==> src/rtl/core/vkdi_pkg.sv <==
// Shared constants, types and widths for the vertex key deduplication indexer.
package vkdi_pkg;

  localparam int TABLE_ENTRIES  = 1024;
  localparam int KEY_INDEX_BITS = 16;

  // Input index fields are 16 bits; keys keep at most that many low bits.
  localparam int IN_INDEX_W  = 16;
  localparam int KEY_FIELD_W = (KEY_INDEX_BITS < IN_INDEX_W) ? KEY_INDEX_BITS : IN_INDEX_W;

  // Each cell of the chain holds a fixed group of table entries.
  localparam int CELL_SLOTS = 32;
  localparam int CELL_COUNT = (TABLE_ENTRIES + CELL_SLOTS - 1) / CELL_SLOTS;
  localparam int SLOT_W     = $clog2(CELL_SLOTS);
  localparam int CELL_IDX_W = (CELL_COUNT > 1) ? $clog2(CELL_COUNT) : 1;

  // Entry count and entry positions; the span covers every slot of the chain.
  localparam int CNT_W  = $clog2(TABLE_ENTRIES + 1);
  localparam int BASE_W = $clog2(CELL_COUNT * CELL_SLOTS + 1);

  localparam int VNUM_W      = 10;
  localparam int IN_TDATA_W  = 3 * IN_INDEX_W;
  localparam int OUT_TDATA_W = ((VNUM_W + 7) / 8) * 8;
  localparam int OUT_TUSER_W = 2;

  // Bit positions of the flags in the result tuser.
  localparam int TUSER_IS_NEW = 0;
  localparam int TUSER_FULL   = 1;

  typedef struct packed {
    logic [KEY_FIELD_W-1:0] pos;
    logic [KEY_FIELD_W-1:0] nrm;
    logic [KEY_FIELD_W-1:0] tex;
  } key_t;

  // Lookup record that walks down the chain, one cell per cycle.
  typedef struct packed {
    logic              valid;
    key_t              key;
    logic [BASE_W-1:0] len;
    logic [BASE_W-1:0] base;
    logic              found;
    logic [BASE_W-1:0] idx;
  } probe_t;

  // Insert command broadcast from the chain tail to all cells.
  typedef struct packed {
    logic                  en;
    logic [CELL_IDX_W-1:0] cell_sel;
    logic [SLOT_W-1:0]     slot;
    key_t                  key;
  } wr_cmd_t;

endpackage

==> src/rtl/core/vkdi_cell.sv <==
// One chain cell: a group of stored keys, a local match and a probe register.
module vkdi_cell (
  input  logic                            clk,
  input  logic                            rst_n,
  input  logic [vkdi_pkg::CELL_IDX_W-1:0] cell_id,
  input  vkdi_pkg::wr_cmd_t               wr,
  input  vkdi_pkg::probe_t                probe_in,
  output vkdi_pkg::probe_t                probe_out
);
  import vkdi_pkg::*;

  key_t              keys_r [CELL_SLOTS];
  probe_t            probe_r;
  probe_t            probe_nxt;
  logic [CELL_SLOTS-1:0] hit;
  logic [SLOT_W-1:0] hit_slot;
  logic [BASE_W-1:0] room;

  always_ff @(posedge clk) begin
    if (wr.en && (wr.cell_sel == cell_id)) begin
      keys_r[wr.slot] <= wr.key;
    end
  end

  // Number of table entries from this cell's base up to the table length; only slots below it can match.
  assign room = (probe_in.len > probe_in.base) ? (probe_in.len - probe_in.base) : '0;

  always_comb begin
    hit      = '0;
    hit_slot = '0;
    for (int s = 0; s < CELL_SLOTS; s++) begin
      hit[s] = (keys_r[s] == probe_in.key) && (BASE_W'(s) < room);
    end
    // Stored keys are distinct, so at most one slot can match.
    for (int s = 0; s < CELL_SLOTS; s++) begin
      if (hit[s]) begin
        hit_slot = hit_slot | SLOT_W'(s);
      end
    end
  end

  always_comb begin
    probe_nxt       = probe_in;
    probe_nxt.base  = probe_in.base + BASE_W'(CELL_SLOTS);
    probe_nxt.found = probe_in.found | (|hit);
    probe_nxt.idx   = probe_in.found ? probe_in.idx
                                     : (probe_in.base + BASE_W'(hit_slot));
  end

  always_ff @(posedge clk) begin
    if (!rst_n) begin
      probe_r.valid <= 1'b0;
    end else begin
      probe_r <= probe_nxt;
    end
  end

  assign probe_out = probe_r;

endmodule

==> config.mk <==
export PLATFORM = sky130hd
export DESIGN_NAME = vkdi_cell
export DESIGN_NICKNAME = d
export VERILOG_FILES = /design/src/rtl/core/vkdi_pkg.sv /design/src/rtl/core/vkdi_cell.sv
export SDC_FILE = /design/constraint.sdc
export NUM_CORES = 2
export LEC_CHECK = 0
export BUFFER_PORTS_ARGS = -buffer_cell sky130_fd_sc_hd__clkbuf_2
export CAP_MARGIN = 10
export CORE_ASPECT_RATIO = 0.9
export CORE_MARGIN = 2
export CORE_UTILIZATION = 25
export DETAILED_ROUTE_END_ITERATION = 16
export GPL_ROUTABILITY_DRIVEN = 0
export GPL_TIMING_DRIVEN = 0
export PLACE_DENSITY = 0.37
export RECOVER_POWER = 100
export SYNTH_ARGS = -nofsm -noshare
export SYNTH_HDL_FRONTEND = slang
export SYNTH_SLANG_ARGS = --single-unit
==> constraint.sdc <==
create_clock -name clk -period 8.9 [get_ports clk]
set_input_delay 0.89 -clock clk [delete_from_list [all_inputs] [get_ports clk]]
set_output_delay 0.89 -clock clk [all_outputs]
set_load 0.01 [all_outputs]
==> flow_metrics.env <==
export IMPL_syn_inst=4201
export IMPL_run_status="complete, but fails checks"
export IMPL_cts_buffer_depth=4
export IMPL_grt_max_degree=84
export IMPL_route_detailed_drc=0
export IMPL_avgRoutedWirePerCell_um=38.81
export IMPL_max_freq_mhz=132.4
export IMPL_crit_arrival_ns=8.11
export IMPL_cts_buffers=200
export IMPL_dieArea_sq_mm=0.2768
export IMPL_vias=41120
export IMPL_drt_iter0_markers=6234
export IMPL_synth_main_ff_cell="edfxtp_1"
export IMPL_worst_setup_path_end_kind="flop"
export IMPL_grt_pass1_vias=38960
export IMPL_io_buffers=231
export IMPL_grt_antenna_before_repair=78
export IMPL_finalHoldViolCount=0
export IMPL_synth_edf_count=1618
export IMPL_async_flop_share_pct=0
export IMPL_finalSetupViolations=0
export IMPL_stdcell_count=8486
export IMPL_grtUsageTotal_pct=23.31
export IMPL_finalMaxSlewViolations=3021
export IMPL_timing_final_crit_share_pct=84.85
export IMPL_htreeDepth=4
export IMPL_core_area_sq_mm=0.2706
export IMPL_failed_checks="capacitance limit, slew limit"
export IMPL_nFillCells=27040
export IMPL_drtAntennaViolNets=0
export IMPL_overflow=0
export IMPL_hold_depth=1
export IMPL_root_buffer="clkbuf_16"
export IMPL_cts_setup_buffers=0
export IMPL_synth_cell_type_count=63
export IMPL_ys_seq_area_share_pct=71.31
export IMPL_vdd_ir_drop_worst_mv=0.1396
export IMPL_hold_path_class="in2reg"
export IMPL_finalPower_uw=17800
export IMPL_layout_nets=4916
export IMPL_drv_cap=136
export IMPL_synth_area_sq_mm=0.06816
export IMPL_fp_dieH_um=499.4
export IMPL_powerDensity_mw_per_mm2=220.6
export IMPL_cts_tree="built"
export IMPL_drive_gt1_share_pct=9.874
export IMPL_cts_hold_buf=0
export IMPL_synth_area_per_cell_sq_um=16.23
export IMPL_cts_num_sinks=1619
export IMPL_placed_area_sq_mm=0.07686
export IMPL_tightest_slew_ns=5.428
export IMPL_synth_top_cell_area_share_pct=71.28
export IMPL_design_area_sq_mm=0.08070
export IMPL_final_cell_mix="edfxtp_1, xnor2_1, xor2_1"
export IMPL_period_needed_ns=7.551
export IMPL_seq_area_sq_mm=0.04861
export IMPL_start_kind="input pin"
export IMPL_clk_pin_slew_ns=0.06
export IMPL_worst_path_max_fanout=10
export IMPL_rsz0062_at_grt="false"
export IMPL_place_inst=8112
export IMPL_via_per_inst=4.846
export IMPL_rr_worst_depth=16
export IMPL_routed_wl_mm=329.4
export IMPL_tns_ns=0
export IMPL_area_growth_pct=18.39
export IMPL_clock_skew_ns=0.06778
export IMPL_dr_pass1_iters=5
export IMPL_yosysWarnings=0
export IMPL_num_rows=181
export IMPL_final_util_pct=29.82
export IMPL_multi_input_area_sq_mm=0.01868
export IMPL_final_common_cell="edfxtp_1"
export IMPL_start_util_pct=25.19
export IMPL_ys_seq_elements=1619
export IMPL_relSlewSlack_pct=-261.9
export IMPL_hpwl_mm=209.7
export IMPL_leakage_uw=0.02472
export IMPL_synth_area_leader_cell="edfxtp_1"
export IMPL_mappedNetlistNets=4370
export IMPL_grt_first_pass_wirelength_mm=419.1
export IMPL_pin_count=232
export IMPL_post_cts_resized=0
export IMPL_criticalPathCategory="in2reg"
export IMPL_yosys_top_cells_area="edfxtp_1, xnor2_1, xor2_1, nand4_1, nor4_1"
export IMPL_required_ns=9.46
export IMPL_die_x_um=554.4
export IMPL_clock_latency_ns=0.89
[area by class of cell]
class | instances | share of cell area (%)
Clock buffer | 259 | 6.608
Antenna cell | 16 | 0.04962
Tap cell | 3568 | 5.532
Multi-Input combinational cell | 2354 | 23.15
Buffer | 210 | 1.228
Timing Repair Buffer | 344 | 2.220
Inverter | 18 | 0.08373
Clock inverter | 98 | 0.8931
Sequential cell | 1619 | 60.23
[stage by stage]
step	worst slack, ns	hold slack, ns
final	1.349	0.2014
after global routing	1.381	0.1784
after CTS	2.382	0.1527
after detailed placement	1.502	1.086
after global placement	-0.05926	1.083
after floorplan	3.618	0.9889
[registers in the layout, summed over array words and instances (netlist names)]
name,count
keys_r,1536
probe_out,83
[synth_stat cells (all sizes together), types with 5 or more instances]
master,instances
o21ai,25
nand4,270
clkbuf,58
nor3,15
and3,5
edfxtp,1618
xnor2,881
nor2b,5
nor4,229
xor2,680
ha,18
a21oi,20
nand3,26
nand2,37
nor2,52
buf,152
inv,18
o211ai,6
a21o,11
a31oi,6
a211oi,7
[power breakdown]
| group | internal (uW) | switching [uW] | total [uW] |
|---|---|---|---|
| combinational | 333 | 1180 | 1510 |
| clock | 4480 | 3350 | 7830 |
| sequential | 8450 | 10.4 | 8460 |
[kinds of logic (layout without fill, tap and decap cells)]
family	count (synthesis)	in the layout	share of synthesized area (%)
flip-flops	1619	1619	71.31
adder cells (fa/ha/maj)	20	20	0.3892
AND/OR/NAND/NOR	655	655	5.643
other	0	16	0
AO/OA/AOI/OAI	116	116	1.248
multiplexers	2	2	0.03304
XOR/XNOR	1561	1561	20.06
buffers and inverters	228	929	1.318
[final timing paths]
kind / slack (ns) / endpoint / from
worst max-delay path: 1.35 / probe_out[7] / probe_in[39]
worst min-delay path: 0.20 / probe_out[75] / probe_in[75]
worst max register to register: 3.79 / probe_out[7] / keys_r[26][10]
worst min register to register: 1.69 / probe_out[11] / keys_r[17][38]
[layer usage]
metal | routed length, um | share of wire (%) | global-route usage (%)
met4 | 7403 | 2.2 | 4.470
met2 | 149700 | 45 | 37.14
met3 | 25430 | 7.7 | 3.102
met5 | 81 | 0.025 | 0
met1 | 146700 | 45 | 33.81
[worst max-delay path: stages]
cell      delay (ns)
clkbuf_1        0.10
clkbuf_1        0.52
buf_2           0.72
clkbuf_1        1.65
xnor2_1         0.21
nand4_1         0.24
nor4_1          0.49
nand3_1         0.67
a31oi_1         0.38
o21ai_0         0.26
nand2_1         0.15
or4_1           0.25
ha_1            0.28
a21o_1          0.19
a21oi_1         0.21
o21bai_1        0.09
a21oi_1         0.35
nor2b_1         0.11
xnor2_1         0.15
o21ai_0         0.12
(Power assumes the default switching activity.)
